`src/sv/hbpf_pkg.sv`:
```
// Shared constants and types for the H-bridge polarity-flip PWM block.
package hbpf_pkg;

   // Field and register widths.
   localparam int COUNT_W  = 16;
   localparam int PCT_W    = 7;
   localparam int DUTY_W   = 8;
   localparam int CSR_IDX_W = 2;
   localparam int CSR_DATA_W = 16;

   // Divider geometry: numerator bits, divisor bits and quotient bits kept.
   localparam int NUM_W    = 24;
   localparam int DEN_W    = 16;
   localparam int QUOT_W   = 9;
   localparam int DIV_STEPS = NUM_W;
   localparam int DIV_CNT_W = $clog2(DIV_STEPS);

   // Arithmetic width for the duty shaping.
   localparam int SHAPE_W  = 10;

   // Register indexes of the configuration port.
   localparam logic [CSR_IDX_W-1:0] CSR_SMOOTH_MODE = 2'd0;
   localparam logic [CSR_IDX_W-1:0] CSR_POWER_PCT   = 2'd1;
   localparam logic [CSR_IDX_W-1:0] CSR_FLIP_PERIOD = 2'd2;

   // Reset values of the registers.
   localparam logic [PCT_W-1:0]   PCT_RESET    = 7'd100;
   localparam logic [COUNT_W-1:0] PERIOD_RESET = 16'd1000;

   // Limits and duty constants.
   localparam logic [PCT_W-1:0]   PCT_FULL    = 7'd100;
   localparam logic [COUNT_W-1:0] PERIOD_MIN  = 16'd2;
   localparam logic [COUNT_W-1:0] COUNT_MAX   = 16'hFFFF;
   localparam logic [SHAPE_W-1:0] DUTY_MAX    = 10'd255;
   localparam logic [SHAPE_W-1:0] DUTY_MID    = 10'd128;
   localparam logic [SHAPE_W-1:0] DUTY_FALL   = 10'd383;

   // Selects how the divider quotient is turned into the two duties.
   typedef struct packed {
      logic smooth;    // ramped waveform instead of hard switching
      logic polarity;  // polarity after this step
      logic high_half; // counter above half the period
   } shape_ctrl_type;

endpackage

```
`src/sv/hbpf_div.sv`:
```
// Bit-serial restoring divider, one quotient bit per cycle.
module hbpf_div (
   input  logic                          clock,
   input  logic                          reset,
   input  logic                          start,
   input  logic [hbpf_pkg::NUM_W-1:0]    numer,
   input  logic [hbpf_pkg::DEN_W-1:0]    denom,
   output logic                          done,
   output logic [hbpf_pkg::QUOT_W-1:0]   quot
);

   logic [hbpf_pkg::NUM_W-1:0]     num_ff, num_in;
   logic [hbpf_pkg::DEN_W-1:0]     den_ff, den_in;
   logic [hbpf_pkg::DEN_W-1:0]     rem_ff, rem_in;
   logic [hbpf_pkg::DIV_CNT_W-1:0] cnt_ff, cnt_in;
   logic                           busy_ff, busy_in;
   logic                           done_ff, done_in;
   logic [hbpf_pkg::DEN_W:0]       trial;
   logic [hbpf_pkg::DEN_W:0]       diff;
   logic                           fits;

   // One step: bring down the next numerator bit and try to subtract.
   assign trial = {rem_ff, num_ff[hbpf_pkg::NUM_W-1]};
   assign diff  = trial - {1'b0, den_ff};
   assign fits  = trial >= {1'b0, den_ff};

   always_comb begin
      num_in  = num_ff;
      den_in  = den_ff;
      rem_in  = rem_ff;
      cnt_in  = cnt_ff;
      busy_in = busy_ff;
      done_in = 1'b0;
      if (start) begin
         num_in  = numer;
         den_in  = denom;
         rem_in  = '0;
         cnt_in  = '0;
         busy_in = 1'b1;
      end else if (busy_ff) begin
         // The numerator register fills with quotient bits from the bottom.
         num_in = {num_ff[hbpf_pkg::NUM_W-2:0], fits};
         rem_in = fits ? diff[hbpf_pkg::DEN_W-1:0] : trial[hbpf_pkg::DEN_W-1:0];
         cnt_in = cnt_ff + 1'b1;
         if (cnt_ff == hbpf_pkg::DIV_CNT_W'(hbpf_pkg::DIV_STEPS - 1)) begin
            busy_in = 1'b0;
            done_in = 1'b1;
         end
      end
   end

   // Control state resets; the data path does not need to.
   always_ff @(posedge clock) begin
      if (reset) begin
         busy_ff <= 1'b0;
         done_ff <= 1'b0;
         cnt_ff  <= '0;
      end else begin
         busy_ff <= busy_in;
         done_ff <= done_in;
         cnt_ff  <= cnt_in;
      end
      num_ff <= num_in;
      den_ff <= den_in;
      rem_ff <= rem_in;
   end

   assign done = done_ff;
   assign quot = num_ff[hbpf_pkg::QUOT_W-1:0];

endmodule

```
`src/sv/hbpf_shape.sv`:
```
// Maps the divider quotient to the two bridge duties.
module hbpf_shape (
   input  logic [hbpf_pkg::QUOT_W-1:0] quot,
   input  hbpf_pkg::shape_ctrl_type    ctrl,
   output logic [hbpf_pkg::DUTY_W-1:0] duty_a,
   output logic [hbpf_pkg::DUTY_W-1:0] duty_b
);

   logic [hbpf_pkg::SHAPE_W-1:0] q;
   logic [hbpf_pkg::SHAPE_W-1:0] ramp;
   logic [hbpf_pkg::SHAPE_W-1:0] clamped;
   logic [hbpf_pkg::SHAPE_W-1:0] inverse;

   assign q = {1'b0, quot};

   // Piecewise ramp over the four quarters of a full polarity cycle.
   always_comb begin
      case ({ctrl.polarity, ctrl.high_half})
         2'b11:   ramp = hbpf_pkg::DUTY_FALL - q;
         2'b10:   ramp = q + hbpf_pkg::DUTY_MID;
         2'b00:   ramp = hbpf_pkg::DUTY_MID - q;
         default: ramp = (q >= hbpf_pkg::DUTY_MID) ? (q - hbpf_pkg::DUTY_MID) : '0;
      endcase
   end

   assign clamped = (ramp >= hbpf_pkg::DUTY_MAX) ? hbpf_pkg::DUTY_MAX : ramp;
   assign inverse = hbpf_pkg::DUTY_MAX - clamped;

   // Hard mode drives one side only; smooth mode splits complementary duties.
   always_comb begin
      if (ctrl.smooth) begin
         duty_a = clamped[hbpf_pkg::DUTY_W-1:0];
         duty_b = inverse[hbpf_pkg::DUTY_W-1:0];
      end else if (ctrl.polarity) begin
         duty_a = '0;
         duty_b = quot[hbpf_pkg::DUTY_W-1:0];
      end else begin
         duty_a = quot[hbpf_pkg::DUTY_W-1:0];
         duty_b = '0;
      end
   end

endmodule

```
`src/sv/hbridge_polarity_flip_pwm.sv`:
```
// Top level of the H-bridge polarity-flip PWM duty generator.
//
//   channel  direction  tdata fields (low bit up)              tlast/tuser
//   req_     in         tick[0], zero fill to 8 bits            none
//   rsp_     out        duty_a[7:0], duty_b[15:8], polarity[16] none
//   csr_     in         write enable, index, 16-bit write data  n/a
//
// An item passes through these steps from its transfer to its result: the
// transfer edge updates the counter and polarity, the prep state loads the
// divider operands, the bit-serial divider runs, the divide state sees it
// finish and the hold state loads the output register. The next input is
// taken the cycle after that load.
// Reset is synchronous and clears the counter, polarity and all handshakes.
// A result waiting on rsp_tready does not block the next input transfer; the
// following result is held in the divider until the output register frees,
// and the input stays stalled until then.
module hbridge_polarity_flip_pwm (
   input  logic                              clock,
   input  logic                              reset,
   input  logic                              req_tvalid,
   output logic                              req_tready,
   input  logic [7:0]                        req_tdata,   // tick
   output logic                              rsp_tvalid,
   input  logic                              rsp_tready,
   output logic [23:0]                       rsp_tdata,   // duty_a, duty_b, polarity
   input  logic                              csr_we,
   input  logic [hbpf_pkg::CSR_IDX_W-1:0]    csr_index,
   input  logic [hbpf_pkg::CSR_DATA_W-1:0]   csr_wdata
);

   localparam logic [1:0] ST_IDLE = 2'd0;
   localparam logic [1:0] ST_PREP = 2'd1;
   localparam logic [1:0] ST_DIV  = 2'd2;
   localparam logic [1:0] ST_HOLD = 2'd3;

   logic [1:0]                        state_ff, state_in;
   logic                              smooth_ff;
   logic [hbpf_pkg::PCT_W-1:0]        pct_ff;
   logic [hbpf_pkg::COUNT_W-1:0]      period_ff;
   logic [hbpf_pkg::COUNT_W-1:0]      count_ff, count_in;
   logic                              pol_ff, pol_in;
   hbpf_pkg::shape_ctrl_type          ctrl_ff, ctrl_in;
   logic                              out_valid_ff, out_valid_in;
   logic [hbpf_pkg::DUTY_W-1:0]       out_a_ff, out_b_ff;
   logic                              out_pol_ff;

   logic                              req_xfer;
   logic                              slot_free;
   logic [hbpf_pkg::COUNT_W-1:0]      period_eff;
   logic [hbpf_pkg::COUNT_W-1:0]      half;
   logic [hbpf_pkg::PCT_W-1:0]        pct_eff;
   logic [hbpf_pkg::COUNT_W-1:0]      count_step;
   logic                              low_half;
   logic [hbpf_pkg::NUM_W-1:0]        numer;
   logic [hbpf_pkg::DEN_W-1:0]        denom;
   logic                              div_start;
   logic                              div_done;
   logic [hbpf_pkg::QUOT_W-1:0]       quot;
   logic [hbpf_pkg::DUTY_W-1:0]       duty_a, duty_b;

   assign req_tready = (state_ff == ST_IDLE);
   assign req_xfer   = req_tvalid && req_tready;
   assign slot_free  = !out_valid_ff || rsp_tready;

   // Effective period and power after the range limits.
   assign period_eff = (period_ff < hbpf_pkg::PERIOD_MIN) ? hbpf_pkg::PERIOD_MIN : period_ff;
   assign half       = period_eff >> 1;
   assign pct_eff    = (pct_ff > hbpf_pkg::PCT_FULL) ? hbpf_pkg::PCT_FULL : pct_ff;

   // Saturating millisecond counter with a flip at the period.
   always_comb begin
      count_step = count_ff;
      if (req_tdata[0] && (count_ff != hbpf_pkg::COUNT_MAX)) begin
         count_step = count_ff + 1'b1;
      end
      count_in = count_ff;
      pol_in   = pol_ff;
      if (req_xfer) begin
         if (count_step >= period_eff) begin
            count_in = '0;
            pol_in   = !pol_ff;
         end else begin
            count_in = count_step;
         end
      end
   end

   // Divider operands: the ramp position or the hard-mode percentage.
   assign low_half = (count_ff <= half);
   always_comb begin
      ctrl_in = ctrl_ff;
      if (!smooth_ff) begin
         numer = {9'd0, pct_eff, 8'd0} - {17'd0, pct_eff};
         denom = {9'd0, hbpf_pkg::PCT_FULL};
      end else if (low_half) begin
         numer = {1'b0, count_ff, 7'd0};
         denom = half;
      end else begin
         numer = {count_ff, 8'd0} - {8'd0, count_ff};
         denom = period_eff;
      end
      if (div_start) begin
         ctrl_in.smooth    = smooth_ff;
         ctrl_in.polarity  = pol_ff;
         ctrl_in.high_half = !low_half;
      end
   end

   assign div_start = (state_ff == ST_PREP);

   hbpf_div u_div (
      .clock (clock),
      .reset (reset),
      .start (div_start),
      .numer (numer),
      .denom (denom),
      .done  (div_done),
      .quot  (quot)
   );

   hbpf_shape u_shape (
      .quot   (quot),
      .ctrl   (ctrl_ff),
      .duty_a (duty_a),
      .duty_b (duty_b)
   );

   // Sequencer for one item at a time.
   always_comb begin
      state_in = state_ff;
      case (state_ff)
         ST_IDLE: begin
            if (req_xfer) begin
               state_in = ST_PREP;
            end
         end
         ST_PREP: state_in = ST_DIV;
         ST_DIV: begin
            if (div_done) begin
               state_in = ST_HOLD;
            end
         end
         ST_HOLD: begin
            if (slot_free) begin
               state_in = ST_IDLE;
            end
         end
         default: state_in = ST_IDLE;
      endcase
   end

   // Output register valid flag.
   always_comb begin
      out_valid_in = out_valid_ff;
      if (rsp_tready) begin
         out_valid_in = 1'b0;
      end
      if ((state_ff == ST_HOLD) && slot_free) begin
         out_valid_in = 1'b1;
      end
   end

   // Control and state registers.
   always_ff @(posedge clock) begin
      if (reset) begin
         state_ff     <= ST_IDLE;
         count_ff     <= '0;
         pol_ff       <= 1'b0;
         out_valid_ff <= 1'b0;
         smooth_ff    <= 1'b0;
         pct_ff       <= hbpf_pkg::PCT_RESET;
         period_ff    <= hbpf_pkg::PERIOD_RESET;
      end else begin
         state_ff     <= state_in;
         count_ff     <= count_in;
         pol_ff       <= pol_in;
         out_valid_ff <= out_valid_in;
         if (csr_we) begin
            case (csr_index)
               hbpf_pkg::CSR_SMOOTH_MODE: smooth_ff <= csr_wdata[0];
               hbpf_pkg::CSR_POWER_PCT:   pct_ff    <= csr_wdata[hbpf_pkg::PCT_W-1:0];
               hbpf_pkg::CSR_FLIP_PERIOD: period_ff <= csr_wdata;
               default: ;
            endcase
         end
      end
   end

   // Payload registers.
   always_ff @(posedge clock) begin
      ctrl_ff <= ctrl_in;
      if ((state_ff == ST_HOLD) && slot_free) begin
         out_a_ff   <= duty_a;
         out_b_ff   <= duty_b;
         out_pol_ff <= ctrl_ff.polarity;
      end
   end

   assign rsp_tvalid = out_valid_ff;
   assign rsp_tdata  = {7'd0, out_pol_ff, out_b_ff, out_a_ff};

endmodule

```
`config.mk`:
```
export PLATFORM = sky130hd
export DESIGN_NAME = hbridge_polarity_flip_pwm
export DESIGN_NICKNAME = d
export VERILOG_FILES = /design/src/sv/hbpf_pkg.sv /design/src/sv/hbpf_div.sv /design/src/sv/hbpf_shape.sv /design/src/sv/hbridge_polarity_flip_pwm.sv
export SDC_FILE = /design/constraint.sdc
export NUM_CORES = 1
export LEC_CHECK = 0
export BUFFER_PORTS_ARGS = -buffer_cell sky130_fd_sc_hd__buf_2
export CORE_ASPECT_RATIO = 0.75
export CORE_MARGIN = 2
export CORE_UTILIZATION = 45
export DETAILED_ROUTE_END_ITERATION = 10
export PLACE_DENSITY = 0.69
export SKIP_CTS_REPAIR_TIMING = 1
export SYNTH_ARGS = -nofsm -noshare
export SYNTH_HDL_FRONTEND = slang
export SYNTH_SLANG_ARGS = --single-unit
export TNS_END_PERCENT = 1
```
`constraint.sdc`:
```
create_clock -name clock -period 4.6 [get_ports clock]
set_input_delay 1.38 -clock clock [delete_from_list [all_inputs] [get_ports clock]]
set_output_delay 1.38 -clock clock [all_outputs]
set_load 0.05 [all_outputs]
```
# After elaboration in Yosys (flattened, before gate mapping)
# Index checks and enable logic that the tools add are counted.
[word_totals]
reg_bits = 127
elab_cells = 98
[classes]
add_sub_neg = 10
order_cmp = 7
n_eq_ne = 12
n_mux = 27
bitwise = 2
reduce_logical = 20
[ops]
columns = ["op", "count"]
rows = [
  ["2-to-1 mux 24 bit", 4],
  ["2-to-1 mux 16 bit", 4],
  ["2-to-1 mux 8 bit", 5],
  ["case mux 10 bit (3 select lines)", 1],
  ["subtractor 24 x 16 -> 24 bit", 1],
  ["greater-or-equal comparator 17 x 16 -> 1 bit", 1],
  ["adder 16 x 1 -> 16 bit, second input constant", 1],
  ["greater-or-equal comparator 16 bit", 1],
  ["less-or-equal comparator 16 x 15 -> 1 bit", 1],
  ["less-than comparator 16 x 2 -> 1 bit, second input constant", 1],
  ["inequality test 16 bit, second input constant", 1],
  ["subtractor 15 x 7 -> 16 bit", 1],
  ["subtractor 16 bit", 1],
  ["2-to-1 mux 15 bit", 1],
  ["adder 9 x 8 -> 10 bit, second input constant", 1],
  ["== test 2 bit, second input constant", 5],
  ["greater-or-equal comparator 10 x 8 -> 1 bit, second input constant", 1],
  ["2-to-1 mux 10 bit", 1],
  ["subtractor 8 x 9 -> 10 bit, first input constant", 1],
  ["subtractor 9 x 8 -> 10 bit, second input constant", 1],
  ["subtractor 9 x 9 -> 10 bit, first input constant", 1],
  ["greater-or-equal comparator 9 x 8 -> 1 bit, second input constant", 1],
  ["case mux 2 bit (4 select lines)", 1],
  ["AND reduction 2 bit", 4],
  ["19 further kinds", 37],
]

# Logic depth before layout (Yosys ltp)
# Gate-level depths: netlist (run 1).
[depth]
ltp_word = 7
mapped_depth = 16

# Hierarchy
# A second synthesis (run 1) with hierarchy kept.
[hier_totals]
hier_cells = 1111
area_unflattened_um2 = 9579.2
[modules_own_cells]
columns = ["mod", "instances", "cells_each", "area_each_um2"]
rows = [
  ["hbridge_polarity_flip_pwm", 1, 664, 5265.0],
  ["hbpf_div", 1, 336, 3588.4],
  ["hbpf_shape", 1, 111, 725.7],
]

# Worst setup path before layout (run 1)
# Ideal clock, no wire load.
[synth_path]
path_kind = "input to register"
start = "input req_tdata[0]"
end = "register count_ff[10] in the netlist's numbering"
setup_time_ns = 0.137
arrival_ns = 3.735
required_ns = 4.463
setup_slack_ns = 0.728
cell_stages = 12
path_cell_list = "nand2_1 > or4_1 > nor2_1 > nand3_1 > xnor2_1 > ha_1 > nand4_1 > nor2_1 > o2111a_1 > a21oi_1 > o21ai_1 > nor2_1"
[synth_between]
elab_chain_cells = 4
[synth_rtl]
columns = ["item", "line", "rtl"]
rows = [
  ["start, declared", "hbridge_polarity_flip_pwm.sv:22", "input logic [7:0] req_tdata,"],
  ["logical AND 1 bit *", "hbridge_polarity_flip_pwm.sv:73", "if (req_tdata[0] && (count_ff != hbpf_pkg::COUNT_MAX)) begin"],
  ["2-to-1 mux 16 bit *", "hbridge_polarity_flip_pwm.sv:73", ""],
  ["greater-or-equal comparator 16 bit", "hbridge_polarity_flip_pwm.sv:79", "if (count_step >= period_eff) begin"],
  ["2-to-1 mux 16 bit *", "hbridge_polarity_flip_pwm.sv:79", ""],
  ["end signal, assigned", "hbridge_polarity_flip_pwm.sv:175", "count_ff <= count_in;"],
  ["end, declared", "hbridge_polarity_flip_pwm.sv:40", "logic [hbpf_pkg::COUNT_W-1:0] count_ff, count_in;"],
]
# Mark *: on every way between the ends. The rest lies on a longest branch, timed or not.
# A chain may end at the register's enable or synchronous reset.

# Final worst setup path (run 1)
[layout_path]
start = "input req_tdata[0]"
end = "register pol_ff"
[layout_between]
elab_chain_cells = 4
[layout_rtl]
columns = ["item", "line", "rtl"]
rows = [
  ["logical AND 1 bit", "hbridge_polarity_flip_pwm.sv:73", ""],
  ["2-to-1 mux 16 bit", "hbridge_polarity_flip_pwm.sv:73", ""],
  ["greater-or-equal comparator 16 bit", "hbridge_polarity_flip_pwm.sv:79", ""],
  ["AND reduction 2 bit (no source line)", "-", ""],
  ["end signal, assigned", "hbridge_polarity_flip_pwm.sv:176", "pol_ff <= pol_in;"],
  ["end, declared", "hbridge_polarity_flip_pwm.sv:41", "logic pol_ff, pol_in;"],
]
# No other way between the ends.

==> results.yml, run 1 <==
cts:
  numCtsBuffers: 17
  clk_pin_slew_ns: 0.05
  clk_latency_ns: 0.42
  cts_tree: "built"
  clock_path_buffers: 2
  ctsHtreeMaxLevel: 4
  cts.sinks: 127
  ctsRootBufferMaster: "clkbuf_16"
global_routing:
  grt_antenna_before_repair: 0
  grtUsageTotal: 0.220
  grt_pass1_wl_mm: 37.6
  grt_pass1_vias: 7295
  grt_max_degree: 32
  grt_remaining_overflow: 0
pwr:
  leakagePower_nw: 3.97
  p_comb_frac: 0.429
  pwr-share-clk: 0.239
  switching_share: 0.398
  powerDensity_nw_per_um2: 543
  p_sw_w: 0.00217
  p_int_w: 0.00328
  peakVddDrop_mv: 0.340
  seq_power_share: 0.332
synth:
  seq_area_frac_synth: 0.346
  yosysWarnings: 0
  synthArstFlopShare: 0
  synth_top_area_frac: 0.198
  synth_seq_cells: 127
  synth_common_cells: "nand2_1 (118), nor2_1 (87), a21oi_1 (71)"
  synth_cell_type_count: 74
  post-synth-top-area-cell: "edfxtp_1"
  yosysMostFrequentCell: "nand2_1"
  synth_cells: 1065
  synth_edf_count: 60
  synth_flop_cell: "dfxtp_1"
  yosys-top-cells-area: "edfxtp_1 (20%), dfxtp_1 (15%), ha_1 (9.5%)"
  syn_area_um2: 9080
  syn_area_per_cell_um2: 8.52
placed_design:
  hpwl_mm: 16.7
  finalWeightedCongestion: 0.920
  port_buffers: 42
timing:
  hold_violations: 0
  finalCriticalPeriod_ns: 3.89
  worst_pin_slew_ns: 1.12
  setup-tns-final_ns: 0
  fin_crit_sh: 0.845
  relSlewSlack: 0.252
  drv_slew: 0
  fmax_ghz: 0.257
  finClkSkew_ns: 0.0104
  setup_violations: 0
  rsz0062_at_grt: "false"
worst_setup_path:
  critPathLaunchType: "input port"
  path_max_fanout: 6
  reg2reg_depth: 15
  worstPathRequired_ns: 4.94
  reg2reg_slack_ns: 0.75
  reg2reg_to: "count_ff[2]"
  path_class: "in2reg"
  r2r_start: "count_ff[1]"
  end_kind: "register"
  arrival_ns: 4.23
die:
  die_w_um: 168
  chipHeight_um: 127
  num_rows: 44
  die_area_um2: 21300
  start_util: 0.465
  core_um2: 19500
  io_pins: 57
detailed_routing:
  drt_iter0_markers: 806
  firstDrtPassIters: 5
  drc: 0
  wl_per_cell_um: 17.2
  routed_wl_mm: 23.1
  post_drt_via_cell_ratio: 5.80
  vias: 7797
  ant_nets: 0
cells_and_area:
  fin_nets: 1180
  drive_gt1_frac: 0.0980
  antennaDiodeCount: 0
  area_growth_pct: 10.7
  fill_cells: 1848
  fin_util: 0.514
min_path:
  min_path_cells: 2
  hold_class: "reg2reg"
  min_to: "u_div.rem_ff[12]"
  min-delay-start: "u_div.rem_ff[12]"
run_status:
  outcome: "finished, final reports clean"
run:
  max_cap_violations: 0
[sequential cells by signal, indices dropped and copies added (netlist names), 7 cells and up]
name	count
period_ff	16
out_a_ff	8
u_div.num_ff	24
pct_ff	7
u_div.rem_ff	16
count_ff	16
out_b_ff	8
u_div.den_ff	16
[kinds of logic after synthesis]
logic type / after synthesis / share of synthesized area
compound gates: 250 / 0.182
xor+xnor: 69 / 0.0666
fa+ha+maj: 70 / 0.0973
buf+inv: 141 / 0.0639
flops: 127 / 0.346
mux: 50 / 0.0554
other cells: 1 / 0.000413
simple gates: 357 / 0.188
[power by group through the flow]
stage	clock network, W	registers [W]	logic, W
after detailed placement	0	0.00183	0.00231
after CTS	0.00132	0.00181	0.00232
after floorplan	0	0.00175	0.00186
after global placement	0	0.00182	0.00226
after global routing	0.00137	0.00185	0.00261
final	0.00130	0.00181	0.00234
[placed cells by master, fill, tap and decap left out, types with 6 or more instances in the layout]
cell type    n
nand3_1     21
a221oi_1     6
clkbuf_16   19
inv_1       67
and2_1      16
and3_1       8
buf_2       42
nor2_1      87
xor2_1      13
o21ai_0     40
nand2_1    118
o211ai_1    20
mux2i_1     48
edfxtp_1    60
nor3_1      23
o21ai_1     10
a21oi_1     70
xnor2_1     56
ha_1        68
a21o_1       8
or3_1       13
nor3b_1      7
dfxtp_1     67
conb_1       7
nor4_1      12
a211oi_1    15
nor2b_1     12
a31oi_1     14
buf_4       21
nand4_1     15
[worst max-delay path: stages]
cell and delay, ns:
buf_2 0.14, nand2_1 0.08, or4_1 0.49, nor2_1 0.27, nand3_1 0.14, xnor2_1 0.16, ha_1 0.29, nand4_1 0.11
nor2_1 0.18, o2111a_1 0.22, a21oi_1 0.13, buf_4 0.20, or3_1 0.31, a21oi_1 0.14
[final cells by class]
type | count | area (um2) | area share
multi-input cells | 803 | 5390 | 0.537
clock inverters | 8 | 51.3 | 0.00511
flip-flops and latches | 127 | 3140 | 0.313
well taps | 253 | 317 | 0.0315
repair buffers | 63 | 368 | 0.0366
inverters | 67 | 251 | 0.0250
clock buffers | 24 | 524 | 0.0522
[worst max path at each step]
stage	from	endpoint	slack, ns	cells past startpoint
4_1_cts	req_tdata[0]	pol_ff	0.78	14
3_3_place_gp	req_tdata[0]	pol_ff	0.42	14
6_report	req_tdata[0]	pol_ff	0.71	14
5_1_grt	count_ff[1]	count_ff[2]	0.48	15
2_1_floorplan	req_tdata[0]	count_ff[10]	0.73	12
3_5_place_dp	req_tdata[0]	pol_ff	0.36	14
[per-stage QoR]
stage / instance area (um2) / instances / setup slack (ns) / hold WS, ns / power, W
floorplan: 9100 / 1071 / 0.728 / 0.406 / 0.00361
global placement: 9470 / 1313 / 0.418 / 0.452 / 0.00408
detailed placement: 9470 / 1313 / 0.358 / 0.462 / 0.00414
CTS: 10000 / 1345 / 0.781 / 0.473 / 0.00546
global route: 10000 / 1345 / 0.478 / 0.492 / 0.00583
finish: 10000 / 1345 / 0.715 / 0.472 / 0.00545
[per-layer routing]
layer	GRT usage	wire, um	vias to the layer above	part of all wire
li1	-	-	3866	-
met2	0.328	9760	260	0.42
met5	0	0	-	0
met1	0.328	11600	3655	0.50
met3	0.0455	1580	16	0.068
met4	0.0476	175	0	0.0076
No activity file was read; power rests on OpenSTA's default activity.
==> inputs of run 2 (changes only) <==
ABC_AREA = 1   (was not set)
PLACE_DENSITY = 0.71   (was 0.69)
clock period = 3.4 ns   (was 4.6 ns; I/O delays follow)
==> results.yml, run 2 <==
synth:
  synthArstFlopShare: 0
  synth_cells: 1417
  syn_area_per_cell_um2: 6.81
  synth_xor_xnor_area_share: 0.0290
  synth_top_area_frac: 0.187
  yosys-top-cells-area: "edfxtp_1 (19%), nand2_1 (15%), dfxtp_1 (14%)"
  post-synth-top-area-cell: "edfxtp_1"
  syn_area_um2: 9650
  synth_cell_type_count: 44
  yosysWarnings: 0
  synth_seq_cells: 127
  synth_compound_area_frac: 0.111
  synth_top_family_by_area: "simple AND/OR/NAND/NOR gates"
  synth_common_cells: "nand2_1 (391), inv_1 (156), nor2_1 (154)"
  seq_area_frac_synth: 0.326
  yosys.area_share.simple: 0.342
  synth.mux.area_fraction: 0
  yosysMostFrequentCell: "nand2_1"
  synth_edf_count: 60
  synth_fa_ha_area_frac: 0.0915
  synth_flop_cell: "dfxtp_1"
cts:
  ctsRootBufferMaster: "clkbuf_16"
  ctsHtreeMaxLevel: 4
  numCtsBuffers: 17
  cts_tree: "built"
  cts.sinks: 127
  clk_pin_slew_ns: 0.07
  clock_path_buffers: 2
  clk_latency_ns: 0.43
timing:
  relSlewSlack: 0.440
  finalCriticalPeriod_ns: 3.05
  rsz0062_at_grt: "false"
  worst_pin_slew_ns: 0.839
  fmax_ghz: 0.328
  setup-tns-final_ns: 0
  drv_slew: 0
  fin_crit_sh: 0.897
  holdWs_ns: 0.466
  setup_violations: 0
  finClkSkew_ns: 0.00946
  hold_violations: 0
placed_design:
  hpwl_mm: 19.1
  post-place-cells: 1730
  finalWeightedCongestion: 0.927
  port_buffers: 42
  placed_area_um2: 10100
detailed_routing:
  drc: 0
  ant_nets: 0
  firstDrtPassIters: 6
  drt_iter0_markers: 889
  routed_wl_mm: 25.7
  wl_per_cell_um: 14.6
  post_drt_via_cell_ratio: 5.27
  vias: 9293
die:
  core_um2: 21100
  num_rows: 46
  die_w_um: 173
  io_pins: 57
  die_area_um2: 22600
  chipHeight_um: 131
  start_util: 0.458
global_routing:
  grt_pass1_wl_mm: 41.8
  grtUsageTotal: 0.232
  grt_antenna_before_repair: 0
  grt_pass1_vias: 8324
  grt_remaining_overflow: 0
  grt_max_degree: 28
pwr:
  switching_share: 0.475
  seq_power_share: 0.276
  peakVddDrop_mv: 0.455
  pwr-share-clk: 0.210
  powerDensity_nw_per_um2: 840
  p_int_w: 0.00474
  p_sw_w: 0.00429
  p_comb_frac: 0.514
  leakagePower_nw: 5.34
worst_setup_path:
  end_kind: "register"
  cp_cell_sequence: "ha_1, nand3_1, nor2_4, nand3_1, nand2_2, inv_2, o21ai_1, inv_1, ha_1, nand4_1, nor3_1, nand2_1, nand3_1, buf_4, nor2_1, nor2_1, nor2_1"
  critPathLaunchType: "register"
  critPathSlowestCell: "dfxtp_1"
  cpPeakStageDelay_ns: 0.33
  arrival_ns: 3.35
  path_class: "reg2reg"
  path_max_fanout: 21
  worstPathRequired_ns: 3.70
  reg2reg_depth: 17
min_path:
  min_path_cells: 0
  hold_class: "reg2reg"
cells_and_area:
  fin_nets: 1562
  largest_reg_flops: 24
  design_area_um2: 10800
  fill_cells: 2066
  mostFrequentLayoutCells: "nand2_1 (390), inv_1 (156), nor2_1 (154), nand3_1 (117), a21oi_1 (97)"
  mostFrequentLayoutCell: "nand2_1"
  antennaDiodeCount: 0
  max_flop_register: "u_div.num_ff"
  drive_gt1_frac: 0.104
  final_cells: 1762
  area_growth_pct: 11.5
run_status:
  outcome: "finished, final reports clean"
run:
  max_cap_violations: 0
run 2: cell count changes in the layout (fill, tap and decap cells not counted), moves of 13 or more:
| cell | change |
|---|---|
| or3_1 | -13 |
| nand3_1 | +96 |
| a21oi_1 | +27 |
| mux2i_1 | -48 |
| nand3b_1 | +14 |
| xnor2_1 | -47 |
| a31oi_1 | -13 |
| inv_2 | +18 |
| nor2_1 | +67 |
| o21ai_1 | +22 |
| a211oi_1 | -15 |
| inv_1 | +89 |
| nand2_1 | +272 |
run 2: worst max-delay path: cells and delay by family, from the launching register on:
family                   cells  cell delay [ns]
AO/OA/AOI/OAI                1             0.21
adder cells (fa/ha/maj)      2             0.61
buffers and inverters        3             0.42
flip-flops                   1             0.33
AND/OR/NAND/NOR             11             1.37
run 2: routing by layer:
metal  GRT usage  wire, um  up-vias
li1            -         -     4719
met1       0.335     13000     4232
met2       0.356     10600      316
met3      0.0399      1710       26
met4      0.0653       311        0
met5           0         0        -
run 2: power by group through the flow:
stage / Sequential, W / Clock (W) / Combinational [W]
after floorplan: 0.00250 / 0 / 0.00352
after global placement: 0.00250 / 0 / 0.00448
after detailed placement: 0.00251 / 0 / 0.00454
after CTS: 0.00249 / 0.00192 / 0.00458
after global routing: 0.00254 / 0.00199 / 0.00526
final: 0.00249 / 0.00190 / 0.00464
run 2: final timing paths:
| check | startpoint | to | slack (ns) |
|---|---|---|---|
| worst min register to register | pol_ff | ctrl_ff[1] | 0.47 |
| worst min-delay path | pol_ff | ctrl_ff[1] | 0.47 |
| worst max register to register | count_ff[0] | count_ff[0] | 0.35 |
| worst max-delay path | count_ff[0] | count_ff[0] | 0.35 |
run 2: cell families after synthesis:
logic type               count (synthesis)
adder cells (fa/ha/maj)                 70
flip-flops                             127
buffers and inverters                  226
AO/OA/AOI/OAI                          200
other                                    1
XOR/XNOR                                32
AND/OR/NAND/NOR                        761
run 2: per-stage QoR:
| stage | power (W) | worst slack [ns] | utilization |
|---|---|---|---|
| 2_1_floorplan | 0.00602 | 0.578 | - |
| 3_3_place_gp | 0.00698 | 0.319 | 0.481 |
| 3_5_place_dp | 0.00705 | 0.272 | 0.481 |
| 4_1_cts | 0.00899 | 0.359 | 0.510 |
| 5_1_grt | 0.00979 | 0.0101 | 0.511 |
| 6_report | 0.00904 | 0.349 | 0.511 |
run 2: layout make-up:
| type | instances | area, um2 | area share |
|---|---|---|---|
| repair buffers | 68 | 405 | 0.0377 |
| clock buffers | 19 | 475 | 0.0442 |
| multi-input cells | 1070 | 5570 | 0.518 |
| flip-flops and latches | 127 | 3140 | 0.292 |
| clock inverters | 13 | 135 | 0.0126 |
| well taps | 288 | 360 | 0.0335 |
| inverters | 177 | 664 | 0.0618 |
